## src/design/ccnbtp_pkg.sv

```systemverilog
// ----------------------------------------------------------------------------
// ccnbtp_pkg
// Types, codes and default sizes shared by the ccnb token parser modules.
// ----------------------------------------------------------------------------
package ccnbtp_pkg;

  localparam int MaxDepthDef    = 32;
  localparam int MaxHdrBytesDef = 4;

  localparam int ByteW  = 8;
  localparam int TypeW  = 3;
  localparam int NumW   = 25;
  localparam int AccW   = 21;
  localparam int DepthW = 6;

  // Header type codes carried in the low three bits of the final header byte.
  localparam logic [TypeW-1:0] HtExt   = 3'd0;
  localparam logic [TypeW-1:0] HtDtag  = 3'd2;
  localparam logic [TypeW-1:0] HtBlob  = 3'd5;
  localparam logic [TypeW-1:0] HtUdata = 3'd6;

  typedef enum logic [2:0] {
    EvOpen  = 3'd0,
    EvDhdr  = 3'd1,
    EvDbyte = 3'd2,
    EvClose = 3'd3,
    EvIgn   = 3'd4,
    EvEnd   = 3'd5,
    EvErr   = 3'd6
  } ev_kind_e;

  typedef struct packed {
    logic [ByteW-1:0] in_byte;
    logic             end_of_data;
  } in_beat_t;

  typedef struct packed {
    ev_kind_e          event_kind;
    logic [TypeW-1:0]  header_type;
    logic [NumW-1:0]   header_number;
    logic [DepthW-1:0] nest_depth;
    logic [ByteW-1:0]  data_value;
    logic              last_data;
  } out_beat_t;

endpackage

```

## src/design/ccnb_token_parser.sv

```systemverilog
// ----------------------------------------------------------------------------
// ccnb_token_parser
// Decodes ccnb binary XML bytes into open, close, data, end and error events.
// ----------------------------------------------------------------------------
// The input channel carries one byte of the encoded buffer per beat, with
// end_of_data set on the last byte of a buffer. The output channel carries at
// most one event per input beat; continuation bytes of a header and bytes
// swallowed after an error produce no event.
// An event is registered in the output buffer before it shows on out_beat_o.
// Throughput is one byte per cycle while in_stall_o is low, set by the single
// decode stage that updates the header accumulator, depth and payload counter.
// A result register plus one skid entry sit on the output, so a byte is taken
// even while an event waits; in_stall_o rises only once both are occupied.
// Reset clears the parser state and empties both output entries; no event is
// pending afterwards. A buffer's last byte returns the decode state to its reset values.
// ----------------------------------------------------------------------------
module ccnb_token_parser #(
  parameter int MAX_DEPTH        = ccnbtp_pkg::MaxDepthDef,
  parameter int MAX_HEADER_BYTES = ccnbtp_pkg::MaxHdrBytesDef
) (
  input  logic                  clk_i,
  input  logic                  rst_ni,
  input  logic                  in_valid_i,
  output logic                  in_stall_o,
  input  ccnbtp_pkg::in_beat_t  in_beat_i,
  output logic                  out_valid_o,
  input  logic                  out_stall_i,
  output ccnbtp_pkg::out_beat_t out_beat_o
);
  import ccnbtp_pkg::*;

  logic      in_fire;
  logic      res_valid;
  out_beat_t res;
  logic      buf_full;

  assign in_stall_o = buf_full;
  assign in_fire    = in_valid_i && !buf_full;

  ccnbtp_decode #(
    .MaxDepth   (MAX_DEPTH),
    .MaxHdrBytes(MAX_HEADER_BYTES)
  ) u_decode (
    .clk_i      (clk_i),
    .rst_ni     (rst_ni),
    .in_fire_i  (in_fire),
    .in_beat_i  (in_beat_i),
    .res_valid_o(res_valid),
    .res_o      (res)
  );

  ccnbtp_out_buf u_out_buf (
    .clk_i      (clk_i),
    .rst_ni     (rst_ni),
    .push_i     (res_valid),
    .push_beat_i(res),
    .full_o     (buf_full),
    .out_valid_o(out_valid_o),
    .out_stall_i(out_stall_i),
    .out_beat_o (out_beat_o)
  );

endmodule

```

## src/design/ccnbtp_decode.sv

```systemverilog
// ----------------------------------------------------------------------------
// ccnbtp_decode
// Parser state and the single-pass decode of one input byte into zero or one
// event.
// ----------------------------------------------------------------------------
module ccnbtp_decode #(
  parameter int MaxDepth    = ccnbtp_pkg::MaxDepthDef,
  parameter int MaxHdrBytes = ccnbtp_pkg::MaxHdrBytesDef
) (
  input  logic                  clk_i,
  input  logic                  rst_ni,
  input  logic                  in_fire_i,
  input  ccnbtp_pkg::in_beat_t  in_beat_i,
  output logic                  res_valid_o,
  output ccnbtp_pkg::out_beat_t res_o
);
  import ccnbtp_pkg::*;

  localparam int SeenW = (MaxHdrBytes > 2) ? $clog2(MaxHdrBytes) : 1;
  localparam logic [SeenW:0] HdrLimit = (SeenW + 1)'(MaxHdrBytes);
  localparam logic [DepthW-1:0] DepthLimit = DepthW'(MaxDepth);

  typedef enum logic [1:0] {
    PhHeader = 2'd0,
    PhData   = 2'd1,
    PhHalt   = 2'd2
  } phase_e;

  phase_e            phase_q, phase_d;
  logic [AccW-1:0]   acc_q, acc_d;
  logic [SeenW-1:0]  seen_q, seen_d;
  logic [NumW-1:0]   remain_q, remain_d;
  logic [DepthW-1:0] depth_q, depth_d;

  logic [ByteW-1:0]  byte_c;
  logic              eod;
  logic [NumW-1:0]   num;
  logic [TypeW-1:0]  typ;
  logic              close_hit;
  logic              err_hit;
  logic              last;

  assign byte_c = in_beat_i.in_byte;
  assign eod    = in_beat_i.end_of_data;
  assign num    = {acc_q, byte_c[6:3]};
  assign typ    = byte_c[2:0];
  assign last   = (remain_q <= NumW'(1));

  always_comb begin
    phase_d     = phase_q;
    acc_d       = acc_q;
    seen_d      = seen_q;
    remain_d    = remain_q;
    depth_d     = depth_q;
    res_valid_o = 1'b0;
    res_o       = '0;
    close_hit   = 1'b0;
    err_hit     = 1'b0;

    if (in_fire_i) begin
      unique case (phase_q)
        PhHeader: begin
          if (seen_q == '0 && byte_c == '0) begin
            close_hit = 1'b1;
          end else if (!byte_c[7]) begin
            if (({1'b0, seen_q} + 1'b1) >= HdrLimit || eod) begin
              err_hit = 1'b1;
            end else begin
              acc_d  = {acc_q[AccW-8:0], byte_c[6:0]};
              seen_d = seen_q + SeenW'(1);
            end
          end else begin
            acc_d  = '0;
            seen_d = '0;
            res_o.header_type   = typ;
            res_o.header_number = num;
            res_o.nest_depth    = depth_q;
            priority if (typ == HtExt && num == '0) begin
              close_hit = 1'b1;
            end else if (typ == HtDtag) begin
              if (depth_q >= DepthLimit) begin
                err_hit = 1'b1;
              end else begin
                res_valid_o      = 1'b1;
                res_o.event_kind = EvOpen;
                depth_d          = depth_q + 1'b1;
              end
            end else if (typ == HtBlob || typ == HtUdata) begin
              if (num != '0 && eod) begin
                err_hit = 1'b1;
              end else begin
                res_valid_o      = 1'b1;
                res_o.event_kind = EvDhdr;
                if (num != '0) begin
                  remain_d = num;
                  phase_d  = PhData;
                end
              end
            end else begin
              res_valid_o      = 1'b1;
              res_o.event_kind = EvIgn;
            end
          end
        end
        PhData: begin
          if (eod && !last) begin
            err_hit = 1'b1;
          end else begin
            remain_d = last ? '0 : remain_q - 1'b1;
            if (last) begin
              phase_d = PhHeader;
            end
            res_valid_o      = 1'b1;
            res_o.event_kind = EvDbyte;
            res_o.nest_depth = depth_q;
            res_o.data_value = byte_c;
            res_o.last_data  = last;
          end
        end
        default: begin
          // Halted: bytes are swallowed until the end of the buffer.
        end
      endcase

      if (close_hit) begin
        res_valid_o = 1'b1;
        res_o       = '0;
        if (depth_q == '0) begin
          phase_d          = PhHalt;
          res_o.event_kind = EvEnd;
        end else begin
          depth_d          = depth_q - 1'b1;
          res_o.event_kind = EvClose;
          res_o.nest_depth = depth_q - 1'b1;
        end
      end

      if (err_hit) begin
        phase_d          = PhHalt;
        acc_d            = '0;
        seen_d           = '0;
        remain_d         = '0;
        res_valid_o      = 1'b1;
        res_o            = '0;
        res_o.event_kind = EvErr;
        res_o.nest_depth = depth_q;
      end

      // The last byte of a buffer always leaves the parser as after reset.
      if (eod) begin
        phase_d  = PhHeader;
        acc_d    = '0;
        seen_d   = '0;
        remain_d = '0;
        depth_d  = '0;
      end
    end
  end

  always_ff @(posedge clk_i or negedge rst_ni) begin
    if (!rst_ni) begin
      phase_q  <= PhHeader;
      acc_q    <= '0;
      seen_q   <= '0;
      remain_q <= '0;
      depth_q  <= '0;
    end else begin
      phase_q  <= phase_d;
      acc_q    <= acc_d;
      seen_q   <= seen_d;
      remain_q <= remain_d;
      depth_q  <= depth_d;
    end
  end

endmodule

```

## src/design/ccnbtp_out_buf.sv

```systemverilog
// ----------------------------------------------------------------------------
// ccnbtp_out_buf
// Result register with a skid entry, so the input side keeps flowing while
// a finished event waits on a stalled receiver.
// ----------------------------------------------------------------------------
module ccnbtp_out_buf (
  input  logic                  clk_i,
  input  logic                  rst_ni,
  input  logic                  push_i,
  input  ccnbtp_pkg::out_beat_t push_beat_i,
  output logic                  full_o,
  output logic                  out_valid_o,
  input  logic                  out_stall_i,
  output ccnbtp_pkg::out_beat_t out_beat_o
);
  import ccnbtp_pkg::*;

  logic      main_valid_q;
  logic      skid_valid_q;
  out_beat_t main_q;
  out_beat_t skid_q;
  logic      pop;

  assign pop         = main_valid_q && !out_stall_i;
  assign full_o      = skid_valid_q;
  assign out_valid_o = main_valid_q;
  assign out_beat_o  = main_q;

  always_ff @(posedge clk_i or negedge rst_ni) begin
    if (!rst_ni) begin
      main_valid_q <= 1'b0;
      skid_valid_q <= 1'b0;
    end else if (skid_valid_q) begin
      // No push can arrive while the skid entry is occupied.
      if (pop) begin
        skid_valid_q <= 1'b0;
      end
    end else if (pop || !main_valid_q) begin
      main_valid_q <= push_i;
    end else if (push_i) begin
      skid_valid_q <= 1'b1;
    end
  end

  always_ff @(posedge clk_i) begin
    if (skid_valid_q) begin
      if (pop) begin
        main_q <= skid_q;
      end
    end else if (pop || !main_valid_q) begin
      main_q <= push_beat_i;
    end else if (push_i) begin
      skid_q <= push_beat_i;
    end
  end

endmodule

```

## config.mk

```make
export PLATFORM = sky130hd
export DESIGN_NAME = ccnb_token_parser
export DESIGN_NICKNAME = d
export VERILOG_FILES = /design/src/design/ccnbtp_pkg.sv /design/src/design/ccnb_token_parser.sv /design/src/design/ccnbtp_decode.sv /design/src/design/ccnbtp_out_buf.sv
export SDC_FILE = /design/constraint.sdc
export NUM_CORES = 1
export LEC_CHECK = 0
export ABC_AREA = 1
export BUFFER_PORTS_ARGS = -buffer_cell sky130_fd_sc_hd__buf_2
export CORE_ASPECT_RATIO = 1.1
export CORE_MARGIN = 2
export CORE_UTILIZATION = 45
export CTS_CLUSTER_SIZE = 8
export DETAILED_ROUTE_END_ITERATION = 8
export GPL_ROUTABILITY_DRIVEN = 0
export PLACE_DENSITY = 0.63
export SETUP_SLACK_MARGIN = 0.2
export SLEW_MARGIN = 20
export SYNTH_ARGS = -nofsm -noshare
export SYNTH_HDL_FRONTEND = slang
export SYNTH_SLANG_ARGS = --single-unit
```

## constraint.sdc

```tcl
create_clock -name clk_i -period 6.2 [get_ports clk_i]
set_clock_uncertainty 0.15 [all_clocks]
set_input_delay 0.93 -clock clk_i [delete_from_list [all_inputs] [get_ports clk_i]]
set_output_delay 0.93 -clock clk_i [all_outputs]
set_load 0.05 [all_outputs]
```

==> impl_metrics.prom <==
# TYPE chip_impl_metric gauge
chip_impl_info{name="hold_path_class",value="reg2reg"} 1
chip_impl_metric{name="die_y",unit="um"} 147
chip_impl_metric{name="global_route.usage.met1",unit="%"} 29.8
chip_impl_metric{name="hold_viol_final",unit=""} 0
chip_impl_metric{name="vdd_drop_max",unit="mV"} 0.267
chip_impl_metric{name="core",unit="sq mm"} 0.0183
chip_impl_metric{name="dpl.hpwl",unit="mm"} 14.5
chip_impl_metric{name="portion_of_the_post_synthesis_area_used_by_sequential_elements",unit="%"} 50.5
chip_impl_info{name="cts_tree",value="built"} 1
chip_impl_metric{name="worst_pin_slew",unit="ns"} 0.788
chip_impl_metric{name="antenna_found_initial",unit=""} 1
chip_impl_metric{name="synth_cells",unit=""} 1038
chip_impl_metric{name="stdcell_area",unit="sq mm"} 0.00942
chip_impl_info{name="critical_path.cell_chain",value="buf_2, inv_1, nand4_1, nand2_2, nor2_2, a21oi_4, buf_4, nand2_1, nand3_1, clkinv_1, buf_4"} 1
chip_impl_metric{name="synth_area_per_cell",unit="sq um"} 8.04
chip_impl_info{name="run_status",value="finished clean"} 1
chip_impl_metric{name="final_layout_size_suffix_gt1_share",unit="%"} 13.8
chip_impl_metric{name="met3_usage_grt",unit="%"} 3.55
chip_impl_info{name="setup.worst_path.end_class",value="flop"} 1
chip_impl_metric{name="ant_nets",unit=""} 0
chip_impl_metric{name="stdcell_count",unit=""} 1332
chip_impl_metric{name="initial_utilization",unit="%"} 45.7
chip_impl_metric{name="worst_hold_path.num_cells",unit=""} 2
chip_impl_metric{name="final_net_count",unit=""} 1097
chip_impl_info{name="cp_slowest_cell",value="sky130_fd_sc_hd__clkinv_1"} 1
chip_impl_metric{name="met2_usage",unit="%"} 35.1
chip_impl_metric{name="max_cap_violations",unit=""} 0
chip_impl_metric{name="cellLeakagePower",unit="nW"} 4.36
chip_impl_metric{name="timing.slew.headroom",unit="%"} 47.5
chip_impl_info{name="yosys.area.top_type",value="sky130_fd_sc_hd__edfxtp_1"} 1
chip_impl_info{name="post-synth-top-count-cell",value="sky130_fd_sc_hd__nand2_1"} 1
chip_impl_metric{name="final_period_minus_worst_setup_slack",unit="ns"} 4.10
chip_impl_metric{name="timing.critical_path.slowest_cell_delay",unit="ns"} 0.62
chip_impl_metric{name="worst_hold_slack",unit="ns"} 0.325
chip_impl_info{name="timing_worst_setup_path_type",value="in2reg"} 1
chip_impl_metric{name="timing.final.setup_violations",unit=""} 0
chip_impl_metric{name="dieArea",unit="sq mm"} 0.0197
chip_impl_metric{name="cts.clk_slew.worst_paths",unit="ns"} 0.06
chip_impl_info{name="reg2reg_to",value="u_out_buf.skid_q[5]"} 1
chip_impl_metric{name="holdBufCountCts",unit=""} 0
chip_impl_info{name="cells_taking_the_most_area_after_synthesis",value="sky130_fd_sc_hd__edfxtp_1, sky130_fd_sc_hd__dfrtp_1, sky130_fd_sc_hd__nand2_1"} 1
chip_impl_metric{name="grt.overflow.total",unit=""} 0
chip_impl_metric{name="period_share",unit="%"} 66.1
chip_impl_metric{name="total_routing_usage_reported_by_global_routing",unit="%"} 21.7
chip_impl_metric{name="numPortBuffers",unit=""} 60
chip_impl_metric{name="detailroute.via_count",unit=""} 6906
chip_impl_info{name="rsz_0062_raised_after_global_routing",value="no"} 1
chip_impl_metric{name="synth_cell_types",unit=""} 39
chip_impl_metric{name="grt_pass1_wl",unit="mm"} 33.5
chip_impl_metric{name="timing.final.max_slew_violations",unit=""} 0
chip_impl_info{name="cp-start-kind",value="input port"} 1
chip_impl_metric{name="wl_per_cell",unit="um"} 15.4
chip_impl_metric{name="final.setup.tns",unit="ns"} 0
chip_impl_metric{name="cts-buffers-inserted",unit=""} 17
chip_impl_metric{name="placed_instance_count",unit=""} 1302
chip_impl_metric{name="detail_route.drc_violations",unit=""} 0
chip_impl_metric{name="via_density",unit=""} 5.18
chip_impl_metric{name="ctsLongestPathBuffers",unit=""} 2
chip_impl_metric{name="postSynthRegisterBits",unit=""} 150
chip_impl_metric{name="setup_fix_bufs_post_cts",unit=""} 0
chip_impl_metric{name="reg2regPathDepth",unit=""} 11
chip_impl_metric{name="ff2ff_setup_slack",unit="ns"} 2.30
chip_impl_info{name="min_from",value="u_decode.acc_q[0]"} 1
chip_impl_metric{name="syn-cell-area",unit="sq mm"} 0.00835
chip_impl_metric{name="placement_rows",unit=""} 52
chip_impl_metric{name="die_x",unit="um"} 134
chip_impl_metric{name="critical_path_required",unit="ns"} 6.20
chip_impl_metric{name="fmax",unit="MHz"} 244
chip_impl_info{name="crit_path_frequent_cell",value="sky130_fd_sc_hd__buf_4"} 1
chip_impl_metric{name="drt-total-wl",unit="mm"} 20.5
chip_impl_metric{name="cts-resized-gates",unit=""} 0
chip_impl_info{name="synth_commonest_cells",value="sky130_fd_sc_hd__nand2_1, sky130_fd_sc_hd__nor2_1, sky130_fd_sc_hd__edfxtp_1"} 1
chip_impl_info{name="min_delay_worst_endpoint",value="u_decode.acc_q[0]"} 1
chip_impl_metric{name="clock_sink_count",unit=""} 150
chip_impl_metric{name="grt_pass1_vias",unit=""} 6423
chip_impl_info{name="ctsRootBufferMaster",value="sky130_fd_sc_hd__clkbuf_16"} 1
chip_impl_metric{name="largest_net_degree_at_the_start_of_global_routing",unit=""} 71
chip_impl_metric{name="num_antenna_cells",unit=""} 0
chip_impl_metric{name="boundaryPins",unit=""} 61
chip_impl_metric{name="clk-insertion-delay-late",unit="ns"} 0.44
chip_impl_metric{name="synth.top_cell.area_share",unit="%"} 33.1
chip_impl_metric{name="ctsHtreeMaxLevel",unit=""} 4
chip_impl_metric{name="number_of_enable_type_register_cells_in_the_synthesized_netlist",unit=""} 92
chip_impl_info{name="synth_ff_type",value="sky130_fd_sc_hd__edfxtp_1"} 1
chip_impl_metric{name="cp_data_arrival_time",unit="ns"} 4.10
chip_impl_metric{name="yosysWarnings",unit=""} 0
chip_impl_info{name="grt_busiest_layer",value="met2"} 1
chip_impl_metric{name="async_s_r_ff_share_synth",unit="%"} 38.7
chip_impl_metric{name="flow.area_growth_from_synthesis",unit="%"} 12.8
chip_impl_metric{name="drt_iter0_markers",unit=""} 692
chip_impl_metric{name="postSynthNetCount",unit=""} 1057
chip_impl_metric{name="crit_fanout",unit=""} 29
chip_impl_info{name="worstReg2RegStart",value="u_decode.phase_q[0]"} 1
chip_impl_metric{name="firstDrtPassIters",unit=""} 6
chip_impl_metric{name="power_per_cell_area",unit="mW/mm^2"} 490
chip_impl_metric{name="finish.utilization",unit="%"} 51.5
chip_impl_metric{name="placed_cell_area",unit="sq mm"} 0.00878
-- layout make-up --
cell class / count / area [sq um]
fillers: 1762 / 8870
flip-flops and latches: 150 / 4210
multi-input cells: 747 / 3550
clock buffers: 18 / 429
repair buffers: 69 / 368
inverters: 93 / 350
well taps: 243 / 304
clock inverters: 12 / 204
-- power by group --
part	switching [mW]	internal [mW]
combinational	1.55	0.496
clock	0.408	0.710
sequential	0.0987	1.35
-- logic make-up (layout without fill, tap and decap cells) --
group	count (synthesis)	count (layout)	share of synthesized area (%)
and+or+nand+nor	603	603	30.9
DFF	150	150	50.5
buffers and inverters	141	192	7.27
AOI/OAI and AO/OA	114	114	7.91
xor gates and xnor gates	24	24	2.52
adders and majority gates	6	6	0.899
-- through the flow --
| step | worst slack, ns | total power, mW |
|---|---|---|
| finish | 2.10 | 4.61 |
| global placement | 1.74 | 3.50 |
| floorplan | 2.18 | 3.09 |
| CTS | 2.13 | 4.64 |
| global route | 1.74 | 4.89 |
| detailed placement | 1.69 | 3.52 |
-- critical path, delay by kind of cell --
kind	cells	cell delay, ns
compound gates	1	0.12
simple gates	5	0.71
buf+inv	5	2.31
-- metal layers --
layer | wire (um) | vias to the layer above
met5 | 0 | -
met3 | 936 | 25
met1 | 9440 | 3228
met2 | 9870 | 183
li1 | - | 3470
met4 | 299 | 0
-- layout by cell type, fill, tap and decap left out, types with 24 or more instances in the layout --
cell,n
sky130_fd_sc_hd__buf_2,60
sky130_fd_sc_hd__dfrtp_1,58
sky130_fd_sc_hd__edfxtp_1,92
sky130_fd_sc_hd__inv_1,88
sky130_fd_sc_hd__nand2_1,313
sky130_fd_sc_hd__nand3_1,78
sky130_fd_sc_hd__nor2_1,132
sky130_fd_sc_hd__nor3_1,24
sky130_fd_sc_hd__o21ai_0,47
-- how the worst max path moves through the flow --
stage	startpoint	to	slack, ns	depth (start not counted)
CTS	in_beat_i[8]	u_out_buf.skid_q[3]	2.13	11
global route	in_beat_i[8]	u_out_buf.skid_q[15]	1.74	11
finish	in_beat_i[8]	u_out_buf.skid_q[5]	2.10	11
detailed placement	in_beat_i[8]	u_out_buf.skid_q[6]	1.69	11
global placement	in_beat_i[8]	u_out_buf.skid_q[7]	1.74	11
floorplan	u_out_buf.full_o	u_out_buf.out_beat_o[0]	2.18	4
-- sequential cells by signal, summed over array words and instances (netlist names) --
signal                 flops
u_decode.remain_q         25
u_out_buf.full_o           1
u_out_buf.skid_q          46
u_decode.acc_q            21
u_decode.depth_q           6
u_out_buf.out_valid_o      1
u_out_buf.out_beat_o      46
u_decode.phase_q           2
u_decode.seen_q            2
No activity file was read; power rests on OpenSTA's default activity.
